===== config.mk =====
export PLATFORM = sky130hd
export DESIGN_NAME = heartbeat_stall_watchdog
export DESIGN_NICKNAME = d
export VERILOG_FILES = /design/src/rtl/hsw_pkg.sv /design/src/rtl/heartbeat_stall_watchdog.sv /design/src/rtl/hsw_core.sv
export SDC_FILE = /design/constraint.sdc
export NUM_CORES = 1
export LEC_CHECK = 0
export ABC_AREA = 1
export BUFFER_PORTS_ARGS = -buffer_cell sky130_fd_sc_hd__buf_2
export CORE_ASPECT_RATIO = 0.7
export CORE_MARGIN = 2
export CORE_UTILIZATION = 55
export CTS_CLUSTER_DIAMETER = 120
export DETAILED_ROUTE_END_ITERATION = 8
export HOLD_SLACK_MARGIN = 0.02
export PLACE_DENSITY = 0.72
export SETUP_SLACK_MARGIN = 0.05
export SYNTH_ARGS = -nofsm -noshare
export SYNTH_HDL_FRONTEND = slang
export SYNTH_SLANG_ARGS = --single-unit

===== constraint.sdc =====
create_clock -name aclk -period 8.4 [get_ports aclk]
set_input_delay 0.42 -clock aclk [delete_from_list [all_inputs] [get_ports aclk]]
set_output_delay 0.42 -clock aclk [all_outputs]
set_load 0.005 [all_outputs]

===== src/rtl/hsw_pkg.sv =====
// Shared types and codes for the heartbeat stall watchdog.
package hsw_pkg;

    // Event kinds carried on the request channel.
    localparam logic [2:0] FUNC_START     = 3'd0;
    localparam logic [2:0] FUNC_HEARTBEAT = 3'd1;
    localparam logic [2:0] FUNC_PAUSE     = 3'd2;
    localparam logic [2:0] FUNC_RESUME    = 3'd3;
    localparam logic [2:0] FUNC_POLL      = 3'd4;
    localparam logic [2:0] FUNC_STOP      = 3'd5;

    // Result codes.
    localparam logic [1:0] RES_NONE    = 2'd0;
    localparam logic [1:0] RES_HANG    = 2'd1;
    localparam logic [1:0] RES_RECOVER = 2'd2;

    // Configuration register indexes.
    localparam logic CFG_THRESHOLD     = 1'b0;
    localparam logic CFG_POLL_INTERVAL = 1'b1;

    // Reset values and limits.
    localparam logic [15:0] THRESHOLD_RESET     = 16'd5000;
    localparam logic [15:0] POLL_INTERVAL_RESET = 16'd500;
    localparam logic [15:0] DEFAULT_THRESHOLD   = 16'd5000;
    localparam logic [15:0] PAUSE_DEPTH_MAX     = 16'hFFFF;

    typedef struct packed {
        logic [2:0]  func;
        logic [31:0] now_ms;
        logic        record_gap;
        logic        suppress;
        logic        reporting_enabled;
    } hsw_req_t;

    typedef struct packed {
        logic [1:0]  event_res;
        logic [31:0] stalled_ms;
        logic [15:0] report_number;
        logic [31:0] worst_gap_ms;
        logic [15:0] pauses_taken;
    } hsw_res_t;

    typedef struct packed {
        logic [15:0] threshold_ms;
        logic [15:0] poll_interval_ms;
    } hsw_cfg_t;

endpackage


===== src/rtl/heartbeat_stall_watchdog.sv =====
// Top level of the heartbeat stall watchdog: stream ports, configuration and staging.
//
// Each request on the s_ channel is one timestamped event (start, heartbeat,
// pause, resume, poll or stop); the kind travels on s_tuser. Every request
// yields exactly one result on the m_ channel, in order: a result code on
// m_tuser (nothing, hang reported, recovered) plus the stall length, report
// count, worst heartbeat gap and pause total on m_tdata.
//
// A request is held in an input register and applied to the watchdog state
// in the cycle it leaves that register; the result lands in an output
// register. One request per cycle is sustained while m_tready stays high.
// While a result waits on m_tready, one further request is still taken and
// parked in the input register; s_tready drops only when both are full.
//
// The threshold and poll interval registers are written through cfg_wr_en, cfg_addr
// and cfg_wdata; the user writes them only while no request is in flight (not enforced). Reset (aresetn low,
// synchronous) empties both stages, clears the watchdog state and restores
// the register defaults of 5000 ms and 500 ms.
module heartbeat_stall_watchdog
    import hsw_pkg::*;
(
    input  logic        aclk,
    input  logic        aresetn,
    input  logic        s_tvalid,
    output logic        s_tready,
    // now_ms[31:0], record_gap[32], suppress[33], reporting_enabled[34], zero pad
    input  logic [39:0] s_tdata,
    // func[2:0]
    input  logic [2:0]  s_tuser,
    output logic        m_tvalid,
    input  logic        m_tready,
    // stalled_ms[31:0], report_number[47:32], worst_gap_ms[79:48], pauses_taken[95:80]
    output logic [95:0] m_tdata,
    // event_res[1:0]
    output logic [1:0]  m_tuser,
    input  logic        cfg_wr_en,
    input  logic        cfg_addr,
    input  logic [15:0] cfg_wdata
);

    logic     in_valid_reg;
    hsw_req_t in_req_reg;
    logic     out_valid_reg;
    hsw_res_t out_res_reg;
    hsw_cfg_t cfg_reg;
    hsw_req_t s_req;
    hsw_res_t core_res;
    logic     fire;
    logic     s_accept;

    // Unpack the request.
    assign s_req.func              = s_tuser;
    assign s_req.now_ms            = s_tdata[31:0];
    assign s_req.record_gap        = s_tdata[32];
    assign s_req.suppress          = s_tdata[33];
    assign s_req.reporting_enabled = s_tdata[34];

    // Handshake: process when the output stage is free or being drained.
    assign fire     = in_valid_reg && (!out_valid_reg || m_tready);
    assign s_tready = !in_valid_reg || fire;
    assign s_accept = s_tvalid && s_tready;

    // Configuration registers.
    always_ff @(posedge aclk) begin
        if (!aresetn) begin
            cfg_reg.threshold_ms     <= THRESHOLD_RESET;
            cfg_reg.poll_interval_ms <= POLL_INTERVAL_RESET;
        end else if (cfg_wr_en) begin
            unique case (cfg_addr)
                CFG_THRESHOLD:     cfg_reg.threshold_ms     <= cfg_wdata;
                CFG_POLL_INTERVAL: cfg_reg.poll_interval_ms <= cfg_wdata;
                default: begin
                end
            endcase
        end
    end

    // Input stage.
    always_ff @(posedge aclk) begin
        if (!aresetn) begin
            in_valid_reg <= 1'b0;
        end else if (s_accept) begin
            in_valid_reg <= 1'b1;
        end else if (fire) begin
            in_valid_reg <= 1'b0;
        end
    end

    always_ff @(posedge aclk) begin
        if (s_accept) begin
            in_req_reg <= s_req;
        end
    end

    hsw_core u_core (
        .aclk    (aclk),
        .aresetn (aresetn),
        .fire    (fire),
        .req     (in_req_reg),
        .cfg     (cfg_reg),
        .res     (core_res)
    );

    // Output stage.
    always_ff @(posedge aclk) begin
        if (!aresetn) begin
            out_valid_reg <= 1'b0;
        end else if (fire) begin
            out_valid_reg <= 1'b1;
        end else if (m_tready) begin
            out_valid_reg <= 1'b0;
        end
    end

    always_ff @(posedge aclk) begin
        if (fire) begin
            out_res_reg <= core_res;
        end
    end

    // Pack the result.
    assign m_tvalid       = out_valid_reg;
    assign m_tuser        = out_res_reg.event_res;
    assign m_tdata[31:0]  = out_res_reg.stalled_ms;
    assign m_tdata[47:32] = out_res_reg.report_number;
    assign m_tdata[79:48] = out_res_reg.worst_gap_ms;
    assign m_tdata[95:80] = out_res_reg.pauses_taken;

endmodule


===== src/rtl/hsw_core.sv =====
// Watchdog state and the update that each processed request applies to it.
module hsw_core
    import hsw_pkg::*;
(
    input  logic     aclk,
    input  logic     aresetn,
    input  logic     fire,
    input  hsw_req_t req,
    input  hsw_cfg_t cfg,
    output hsw_res_t res
);

    logic        running_reg, running_next;
    logic [31:0] last_beat_reg, last_beat_next;
    logic [31:0] last_poll_reg, last_poll_next;
    logic [31:0] worst_gap_reg, worst_gap_next;
    logic [15:0] pause_depth_reg, pause_depth_next;
    logic [15:0] pause_total_reg, pause_total_next;
    logic        skip_gap_reg, skip_gap_next;
    logic        hang_reg, hang_next;
    logic [15:0] report_count_reg, report_count_next;
    logic        beat_valid_reg, beat_valid_next;

    logic [15:0] thr_eff;
    logic [16:0] poll_limit;
    logic [31:0] beat_gap;
    logic [31:0] poll_gap;
    logic [31:0] stalled;
    logic [1:0]  event_res;
    logic [31:0] stalled_out;

    // Effective threshold, poll limit and the differences used by the heartbeat and poll paths.
    assign thr_eff    = (cfg.threshold_ms == 16'd0) ? DEFAULT_THRESHOLD : cfg.threshold_ms;
    assign poll_limit = {1'b0, cfg.poll_interval_ms} + {1'b0, thr_eff};
    assign beat_gap   = req.now_ms - last_beat_reg;
    assign poll_gap   = req.now_ms - last_poll_reg;
    assign stalled    = req.now_ms - last_beat_reg;

    // Next state and result for the request being processed.
    always_comb begin
        running_next      = running_reg;
        last_beat_next    = last_beat_reg;
        last_poll_next    = last_poll_reg;
        worst_gap_next    = worst_gap_reg;
        pause_depth_next  = pause_depth_reg;
        pause_total_next  = pause_total_reg;
        skip_gap_next     = skip_gap_reg;
        hang_next         = hang_reg;
        report_count_next = report_count_reg;
        beat_valid_next   = beat_valid_reg;
        event_res         = RES_NONE;
        stalled_out       = 32'd0;

        unique case (req.func)
            FUNC_START: begin
                if (!running_reg) begin
                    last_beat_next    = req.now_ms;
                    beat_valid_next   = 1'b1;
                    worst_gap_next    = 32'd0;
                    pause_depth_next  = 16'd0;
                    hang_next         = 1'b0;
                    report_count_next = 16'd0;
                    skip_gap_next     = 1'b1;
                    last_poll_next    = req.now_ms;
                    running_next      = 1'b1;
                end
            end
            FUNC_HEARTBEAT: begin
                last_beat_next  = req.now_ms;
                beat_valid_next = 1'b1;
                skip_gap_next   = 1'b0;
                if (req.record_gap && !skip_gap_reg && beat_valid_reg &&
                    (beat_gap > worst_gap_reg)) begin
                    worst_gap_next = beat_gap;
                end
            end
            FUNC_PAUSE: begin
                pause_total_next = pause_total_reg + 16'd1;
                if (pause_depth_reg != PAUSE_DEPTH_MAX) begin
                    pause_depth_next = pause_depth_reg + 16'd1;
                end
            end
            FUNC_RESUME: begin
                if (pause_depth_reg != 16'd0) begin
                    pause_depth_next = pause_depth_reg - 16'd1;
                end
                // The last pause released (or none held): restart the beat clock.
                if (pause_depth_reg <= 16'd1) begin
                    last_beat_next  = req.now_ms;
                    beat_valid_next = 1'b1;
                    skip_gap_next   = 1'b1;
                end
            end
            FUNC_POLL: begin
                if (running_reg) begin
                    last_poll_next = req.now_ms;
                    if (poll_gap > {15'd0, poll_limit}) begin
                        // The poller itself was frozen: re-arm quietly.
                        last_beat_next = req.now_ms;
                    end else if (pause_depth_reg != 16'd0) begin
                        last_beat_next = req.now_ms;
                    end else if (stalled < {16'd0, thr_eff}) begin
                        if (hang_reg) begin
                            hang_next = 1'b0;
                            event_res = RES_RECOVER;
                        end
                    end else if (!hang_reg && !req.suppress) begin
                        hang_next = 1'b1;
                        if (req.reporting_enabled) begin
                            report_count_next = report_count_reg + 16'd1;
                            stalled_out       = stalled;
                            event_res         = RES_HANG;
                        end
                    end
                end
            end
            FUNC_STOP: begin
                running_next = 1'b0;
            end
            default: begin
            end
        endcase
    end

    // State registers advance once per processed request.
    always_ff @(posedge aclk) begin
        if (!aresetn) begin
            running_reg      <= 1'b0;
            last_beat_reg    <= 32'd0;
            last_poll_reg    <= 32'd0;
            worst_gap_reg    <= 32'd0;
            pause_depth_reg  <= 16'd0;
            pause_total_reg  <= 16'd0;
            skip_gap_reg     <= 1'b0;
            hang_reg         <= 1'b0;
            report_count_reg <= 16'd0;
            beat_valid_reg   <= 1'b0;
        end else if (fire) begin
            running_reg      <= running_next;
            last_beat_reg    <= last_beat_next;
            last_poll_reg    <= last_poll_next;
            worst_gap_reg    <= worst_gap_next;
            pause_depth_reg  <= pause_depth_next;
            pause_total_reg  <= pause_total_next;
            skip_gap_reg     <= skip_gap_next;
            hang_reg         <= hang_next;
            report_count_reg <= report_count_next;
            beat_valid_reg   <= beat_valid_next;
        end
    end

    // Result fields reflect the state after this request.
    assign res.event_res     = event_res;
    assign res.stalled_ms    = stalled_out;
    assign res.report_number = report_count_next;
    assign res.worst_gap_ms  = worst_gap_next;
    assign res.pauses_taken  = pause_total_next;

    // A reported hang leaves the hang latched.
    assert property (@(posedge aclk) disable iff (!aresetn)
        fire && (event_res == RES_HANG) |=> hang_reg)
        else $error("hang reported but not latched");

    // A recovery clears the latch.
    assert property (@(posedge aclk) disable iff (!aresetn)
        fire && (event_res == RES_RECOVER) |=> !hang_reg)
        else $error("recovery left the hang latched");

    // The report count moves only on a report or a fresh start.
    assert property (@(posedge aclk) disable iff (!aresetn)
        fire && (event_res != RES_HANG) && (req.func != FUNC_START)
        |=> report_count_reg == $past(report_count_reg))
        else $error("report count changed without a report");

    // A stall length is given only with a hang report.
    assert property (@(posedge aclk) disable iff (!aresetn)
        (event_res != RES_HANG) |-> (stalled_out == 32'd0))
        else $error("stall length given without a report");

    // Every pause request bumps the pause total.
    assert property (@(posedge aclk) disable iff (!aresetn)
        fire && (req.func == FUNC_PAUSE)
        |=> pause_total_reg == $past(pause_total_reg) + 16'd1)
        else $error("pause total not advanced");

endmodule


* Word level (Yosys, flattened, before mapping)
Index checks and enable logic that the tools add are counted.
Operators by class: $lt $le $gt $ge 4, $add $sub $neg 7, mux-type cells 45, eq/ne operators 15, reductions and logical operators 33, bitwise operators 5
Operator list (number):
- 32-bit 2-to-1 mux | 8
- 16-bit 2-to-1 mux | 12
- 32-bit case mux with 2 select lines | 2
- 32-bit case mux with 4 select lines | 1
- 32-bit subtractor | 2
- 16-bit by 1-bit adder with 16-bit output (second input constant) | 3
- 16-bit case mux with 3 select lines | 1
- 32-bit by 17-bit greater-than comparator with 1-bit output | 1
- 32-bit greater-than comparator | 1
- 32-bit by 16-bit less-than comparator with 1-bit output | 1
- 16-bit case mux with 2 select lines | 1
- 16-bit by 16-bit adder with 17-bit output | 1
- 16-bit by 1-bit less-or-equal comparator with 1-bit output (second input constant) | 1
- 16-bit logical NOT | 1
- 16-bit inequality test (second input constant) | 1
- 16-bit nonzero test | 1
- 16-bit by 1-bit subtractor with 16-bit output (second input constant) | 1
- 1-bit 2-to-1 mux | 13
- 2-bit by 1-bit inequality test with 1-bit output (second input constant) | 4
- 4-bit AND reduction | 2
- 2-bit nonzero test | 4
- 7-bit AND reduction | 1
- 7-bit OR reduction | 1
- 3-bit by 2-bit equality test with 1-bit output (second input constant) | 2
- other kinds (18) | 43
Word-level totals: bits in registers 318, input port bits 65, output and inout port bits 100, logic and storage cells 133

* Depth between registers and ports, before layout
Gate-level depths: netlist of run 1.
word-level depth 8, depth in mapped cells 36, gate-level depth less buffers 36

* By module
A second synthesis of run 1 with hierarchy kept.
Second synthesis, totals: cells, all modules 2918, area total of the unflattened synthesis 20887.5 sq um
Modules (own cells, without submodules):
- hsw_core | seq. area each 2962.8 sq um, area each 15466.1 sq um, times used 1, cells each 2604
- heartbeat_stall_watchdog | seq. area each 4764.6 sq um, area each 5421.4 sq um, times used 1, cells each 314

* Worst setup path before layout of run 1
No wires, ideal clock.
kind in2reg, start in m_tready, end reg out_res_reg, in the netlist m_tdata[0], enable pin, required time 7.897 ns, arrival time 3.891 ns, stages on the path 6, buffers on the path 2, setup time 0.503 ns, slack 4.006 ns, cell sequence inv_1 nand2_1 nand2_1 inv_1 clkbuf_1 buf_1
On the way: cells in the longest elaborated chain, start to end 2
Ends and longest elaborated chain:
- start: declaration | line heartbeat_stall_watchdog.sv:31 | input logic m_tready,
- 1-bit logical OR | line heartbeat_stall_watchdog.sv:59 | assign fire = in_valid_reg && (!out_valid_reg || m_tready);
- 1-bit logical AND | line heartbeat_stall_watchdog.sv:59
- via fire | line heartbeat_stall_watchdog.sv:48 | logic fire;
- end signal: assignment | line heartbeat_stall_watchdog.sv:117 | out_res_reg <= core_res;
- end: declaration | line heartbeat_stall_watchdog.sv:44 | hsw_res_t out_res_reg;
The timed path passes the listed nets, and every way through them passes these cells. A chain may end at the register's enable or synchronous reset.

* Worst setup path in the final report of run 1
start reg cfg_reg[16] (netlist bit), end reg out_res_reg, in the netlist m_tdata[20], data pin
On the way: cells in the longest elaborated chain, start to end 5, elaborated cells between the ends (all ways) 6, those cells by class 1 x add/sub; 2 x order compare; 1 x mux; 2 x reduce/logical
Ends and longest elaborated chain:
- start: declaration | line heartbeat_stall_watchdog.sv:45 | hsw_cfg_t cfg_reg;
- 16-bit logical NOT | line hsw_core.sv:33 | assign thr_eff = (cfg.threshold_ms == 16'd0) ? DEFAULT_THRESHOLD : cfg.threshold_ms;
- 16-bit 2-to-1 mux (*) | line hsw_core.sv:33
- 16-bit by 16-bit adder with 17-bit output | line hsw_core.sv:34 | assign poll_limit = {1'b0, cfg.poll_interval_ms} + {1'b0, thr_eff};
- 32-bit by 17-bit greater-than comparator with 1-bit output | line hsw_core.sv:97 | if (poll_gap > {15'd0, poll_limit}) begin
- 7-bit OR reduction (no source line) (*)
Mark *: on every way between the ends. The rest lies on a longest branch, timed or not.

==> run_results.csv, run 1 <==
group,metric,value,unit
logic_synthesis,ys_seq_elements,318,
route,wl_per_cell,17.0,um
clock_tree,ctsResizeCount,0,
route,ant_nets,0,
clock_tree,cts.reportedPaths.clkPinSlew,0.07,ns
timing,slew_violations,0,
clock_tree,cts_buffers,34,
logic_synthesis,syn_area,21100,sq um
global_routing,grt_max_degree,103,
floorplan,die_y,168,um
status,run_status,"finished, final reports clean",
finish,largest_register_ff_count,96,
clock_tree,cts_sinks,318,
floorplan,rows,60,
floorplan,die_w,238,um
timing,slew_headroom,0.230,
setup_path,cpMaxStageDelayCell,"nand3_2",
logic_synthesis,syn_avg_cell_area,7.14,sq um
setup_path,crit_path_max_fanout,33,
global_routing,gr-total-overflow,0,
setup_path,cpLargestDelayFamily,"simple AND/OR/NAND/NOR gates",
route,drc_errors,0,
floorplan,core,38100,sq um
finish,areaGrowthSynthToFinish,10.5,%
logic_synthesis,synth_top_cell_by_area,"edfxtp_1",
floorplan,initial_utilization,0.554,
setup_path,worst_ep_arrival_time,6.68,ns
logic_synthesis,synth_ff_type,"dfxtp_1",
clock_tree,cts_root_buf,"clkbuf_16",
finish,drive_above_1_share,0.113,
hold_path,hold_class,"input pin to flop",
clock_tree,hold_buffers,0,
global_routing,antenna_found_initial,0,
finish,finalInstanceArea,23300,sq um
setup_path,cp-end-kind,"flop",
setup_path,cp-startpoint,"cfg_reg[16]",
global_routing,track_usage,0.302,
floorplan,num_io_pins,165,
placed_design,place_inst,3539,
setup_path,path_common_cell,"nand2_1",
setup_path,max_stage_delay,0.70,ns
logic_synthesis,ys_seq_area_frac,0.366,
finish,antennaDiodeCount,0,
logic_synthesis,synth_cell_types,58,
finish,layout.nets,3295,
route,postRouteWirelength,61100,um
setup_path,worstSetupPathType,"flop to flop",
logic_synthesis,synth_top_area_frac,0.193,
setup_path,crit_required,8.76,ns
route,num_vias,19600,
logic_synthesis,synth-edff-count,136,
placed_design,io_buffers,159,
timing,setup_viol,0,
route,via_per_inst,5.45,
hold_path,min-delay-start,"s_tdata[26]",
route,drtPass1Iterations,5,
global_routing,grt_pass1_wl,95900,um
logic_synthesis,async_flop_share,0,
timing,skew,0.0208,ns
setup_path,critPathBufInv,2,
finish,finalNonFillerCells,3601,
placed_design,placed_area,22200,sq um
setup_path,startpoint_type,"flop",
flow_run,maxCapViolCount,0,
timing,hold_viol_final,0,
clock_tree,clockBufferDepth,3,
clock_tree,clock_latency,0.54,ns
clock_tree,cts_setup_buffers,0,
floorplan,dieArea,40000,sq um
route,drtIter0Drc,2047,
pwr,irDropWorstVdd,0.000147,V
global_routing,first_global_vias,17900,
logic_synthesis,yosys_warnings,0,
clock_tree,cts_tree,"done",
logic_synthesis,ys_top_cells_by_count,"nand2_1, inv_1, nor2_1, a21oi_1, dfxtp_1",
timing,max_freq,0.158,GHz
pwr,leakagePower,11.4,nW
logic_synthesis,syn_inst,2961,
placed_design,place_hpwl,46600,um
timing,fin_crit_sh,0.752,
clock_tree,htreeDepth,2,
logic_synthesis,synth_fp_nets,3177,
timing,worstMarginPinSlew,1.15,ns
placed_design,gp_routability_congestion,0.934,
timing,rsz0062_at_grt,"no",
logic_synthesis,synth_area_leaders,"edfxtp_1, dfxtp_1, nand2_1, inv_1, ha_1",
setup_path,reg2reg_from,"cfg_reg[16]",
timing,finalSetupTns,0,ns
timing,fin_crit,6.32,ns
pwr,power_density,184,nW/um^2
logic_synthesis,post-synth-top-count-cell,"nand2_1",
[path summary, 6_finish.rpt]
check                                  end  slack (ns)  cells after the start
setup / recovery               m_tdata[20]        2.08                     29
hold / removal              in_req_reg[29]        0.05                      1
setup reg to reg               m_tdata[20]        2.08                     29
hold reg to reg   u_core.last_poll_reg[31]        0.46                      2
[where the power goes]
| group | switching, mW | internal, mW | leakage, nW | total, mW |
|---|---|---|---|---|
| logic | 0.680 | 0.334 | 8.09 | 1.01 |
| registers | 0.0584 | 1.70 | 2.78 | 1.76 |
| clock network | 0.680 | 0.850 | 0.542 | 1.53 |
| total | 1.42 | 2.88 | 11.4 | 4.30 |
[final cells by class]
cell class / count / area [sq um]
Fill cell: 3551 / 14800
Multi-Input combinational cell: 2011 / 11000
Sequential cell: 318 / 7730
Inverter: 546 / 2050
Clock buffer: 44 / 993
Timing Repair Buffer: 168 / 863
Tap cell: 496 / 621
Clock inverter: 18 / 134
[worst reg2reg max path, delay by kind of cell, from the launching register on]
| kind | cells | cell delay (ns) |
|---|---|---|
| adders and majority gates | 2 | 0.44 |
| DFF | 1 | 0.34 |
| xor gates and xnor gates | 1 | 0.14 |
| AOI/OAI and AO/OA | 8 | 1.75 |
| buffers and inverters | 2 | 0.27 |
| and+or+nand+nor | 16 | 3.20 |
[stage by stage]
stage,hold slack [ns],total power [mW],utilization,worst slack [ns]
after detailed placement,0.447,2.78,0.583,2.34
final,0.0536,4.30,0.612,2.08
after floorplan,0.428,2.49,-,4.01
after global placement,0.438,2.76,0.583,2.42
after CTS,0.0403,4.30,0.612,2.30
after global routing,0.0390,4.52,0.612,1.46
[cell families (layout without fill, tap and decap cells)]
logic type / after synthesis / in the layout / share of synthesized area
xor+xnor: 56 / 56 / 0.0232
flops: 318 / 318 / 0.366
fa+ha+maj: 151 / 151 / 0.0905
buf+inv: 632 / 776 / 0.116
compound gates: 523 / 523 / 0.141
simple gates: 1281 / 1281 / 0.263
[placed cells by master, fill, tap and decap left out, drive strengths merged, types with 37 or more instances in the layout]
cell / instances
o21ai: 187
a21oi: 245
nand4: 47
nor3: 37
nand2: 762
inv: 547
xor2: 54
buf: 168
nor2: 249
clkbuf: 44
ha: 148
nand3: 153
edfxtp: 136
dfxtp: 182
[metal layers]
layer,vias to the layer above,share of wire,wire length (um),global-route usage
met5,-,0,0,0
li1,9822,-,-,-
met2,713,0.40,24400,0.436
met3,65,0.090,5490,0.0507
met4,0,0.016,963,0.0582
met1,9021,0.49,30200,0.471
(Power assumes the default switching activity.)
==> run 2: changes to the inputs <==
--- a/config.mk
+++ b/config.mk
@@ -13,7 +13,7 @@
 export CTS_CLUSTER_DIAMETER = 120
 export DETAILED_ROUTE_END_ITERATION = 8
 export HOLD_SLACK_MARGIN = 0.02
-export PLACE_DENSITY = 0.72
+export PLACE_DENSITY = 0.75
 export SETUP_SLACK_MARGIN = 0.05
 export SYNTH_ARGS = -nofsm -noshare
 export SYNTH_HDL_FRONTEND = slang
==> constraint.sdc (replaced) <==
create_clock -name aclk -period 5.1 [get_ports aclk]
set_input_delay 0.255 -clock aclk [delete_from_list [all_inputs] [get_ports aclk]]
set_output_delay 0.255 -clock aclk [all_outputs]
set_load 0.005 [all_outputs]
==> run 2 against run 1 <==
Total power is 74% higher. Combinational power grew 82%. Worst hold slack lost 0.012 ns. Wire length increased by 4.9%. Clock power rose by 79%. Non-clock buffer count is 94 higher. Utilization rose by 3.3 points. First-iteration DRC count up 4.0%. Fmax up 29%. Cell area increased by 5.4%. Via count grew 4.1%. Largest cell class unchanged. Highest routed layer unchanged.
==> run_results.csv, run 2 (synthesized netlist as in run 1, its figures left out) <==
group,metric,value,unit
finish,final_cell_mix,"nand2_1, inv_1, a21oi_1",
route,drc_errors,0,
timing,slew_headroom,0.236,
timing,fin_crit,4.88,ns
pwr,p_switching,2.41,mW
route,postRouteWirelength,64100,um
route,ant_nets,0,
global_routing,track_usage,0.312,
route,drtIter0Drc,2129,
timing,fin_crit_sh,0.957,
setup_path,cpMaxStageDelayCell,"fa_1",
finish,final_util,0.645,
clock_tree,cts.reportedPaths.clkPinSlew,0.07,ns
route,drtPass1Iterations,6,
pwr,intPower,5.07,mW
placed_design,io_buffers,159,
finish,largest_register_ff_count,96,
setup_path,worstSetupPathType,"flop to flop",
setup_path,worst_ep_arrival_time,5.31,ns
setup_path,critPathBufInv,7,
clock_tree,cts_tree,"done",
setup_path,cpLargestDelayFamily,"simple AND/OR/NAND/NOR gates",
timing,skew,0.0237,ns
placed_design,place_inst,3573,
timing,worstMarginPinSlew,1.14,ns
clock_tree,cts_buffers,34,
route,via_per_inst,5.53,
pwr,clock_power_share,0.367,
setup_path,startpoint_type,"flop",
pwr,p_total,7.48,mW
clock_tree,cts_root_buf,"clkbuf_16",
finish,layout.nets,3389,
timing,hold_viol_final,0,
setup_path,cp-end-kind,"flop",
finish,finalNonFillerCells,3696,
setup_path,max_stage_delay,0.45,ns
setup_path,crit_path_max_fanout,31,
global_routing,first_global_vias,18800,
clock_tree,cts_sinks,318,
setup_path,crit_required,5.53,ns
route,num_vias,20400,
hold_path,hold_class,"input pin to flop",
floorplan,initial_utilization,0.554,
setup_path,path_common_cell,"nand2_1",
pwr,power_density,304,nW/um^2
global_routing,grt_pass1_wl,99100,um
clock_tree,clock_latency,0.54,ns
pwr,power_frac_comb,0.246,
finish,areaGrowthSynthToFinish,16.5,%
global_routing,grt_max_degree,97,
pwr,irDropWorstVdd,0.000198,V
finish,final_common_cell,"nand2_1",
floorplan,dieArea,40000,sq um
placed_design,place_hpwl,47600,um
placed_design,gp_routability_congestion,1.00,
timing,slew_violations,0,
finish,drive_above_1_share,0.142,
floorplan,core,38100,sq um
clock_tree,htreeDepth,2,
global_routing,antenna_found_initial,0,
floorplan,rows,60,
floorplan,die_y,168,um
route,wl_per_cell,17.3,um
pwr,p_seq_frac,0.388,
flow_run,maxCapViolCount,0,
pwr,swShare,0.322,
timing,setup_viol,0,
pwr,leakagePower,11.9,nW
global_routing,gr-total-overflow,0,
status,run_status,"finished, final reports clean",
floorplan,die_w,238,um
floorplan,num_io_pins,165,
timing,rsz0062_at_grt,"yes",
timing,max_freq,0.205,GHz
clock_tree,clockBufferDepth,3,
[run 2: cell types whose count changed in the layout (fill, tap and decap cells not counted), moves of 7 or more]
cell | before | now
dlygate4sd3_1 | 0 | 53
buf_4 | 9 | 44
nor2_1 | 222 | 201
nor2_2 | 21 | 40
o21ai_0 | 152 | 143
a21oi_1 | 210 | 202
a21oi_2 | 35 | 43
nand2_1 | 734 | 726
nand2_2 | 25 | 33
o21ai_1 | 33 | 40
[run 2: through the flow]
stage	instance area, sq um	setup WS (ns)	hold WS (ns)	setup TNS (ns)
floorplan	21100	0.740	0.354	0
global placement	22500	0.219	0.431	0
detailed placement	22500	0.106	0.433	0
CTS	24300	0.109	0.0264	0
global route	24600	-0.115	0.0653	-2.39
finish	24600	0.218	0.0414	0
[run 2: what timing repair did]
action                     4_1_cts  5_1_grt
setup endpoints to repair        0      129
resized for setup                0       77
hold buffers                    53        0
hold endpoints to repair        57        0
buffers inserted                 0        6
[run 2: cell type report]
type | instances | area [sq um]
fill | 3440 | 13500
multi-input combinational | 2011 | 11200
sequential | 318 | 7730
inverter | 546 | 2050
timing repair buffer | 262 | 1790
clock buffer | 46 | 990
tap | 496 | 621
clock inverter | 16 | 235
antenna | 1 | 2.50
[run 2: worst register-to-register path: cells and delay by family, from the launching register on]
| family | cells | cell delay (ns) |
|---|---|---|
| AO/OA/AOI/OAI | 2 | 0.41 |
| adder cells (fa/ha/maj) | 3 | 0.92 |
| buffers and inverters | 7 | 0.91 |
| flip-flops | 1 | 0.40 |
| AND/OR/NAND/NOR | 16 | 2.15 |
[run 2: power by group through the flow]
stage          Combinational [mW]  Clock (mW)  Sequential (mW)
2_1_floorplan                1.18           0             2.92
3_3_place_gp                 1.65           0             2.94
3_5_place_dp                 1.69           0             2.94
4_1_cts                      1.74        2.76             2.89
5_1_grt                      2.05        2.85             2.91
6_report                     1.84        2.74             2.90
[run 2: path summary, 6_finish.rpt]
path,from,end,slack [ns],cells after the start
max,in_req_reg[3],u_core.worst_gap_reg[2],0.22,28
min,m_tready,m_tvalid,0.04,4
max reg2reg,in_req_reg[3],u_core.worst_gap_reg[2],0.22,28
min reg2reg,u_core.last_poll_reg[9],u_core.last_poll_reg[9],0.46,2
[run 2: layer usage]
metal  vias up  global-route usage  wire length (um)
met1      9453               0.465             29800
met5         -                   0                 0
met2       864               0.454             26200
li1      10000                   -                 -
met3        93              0.0771              6670
met4         0              0.0698              1350
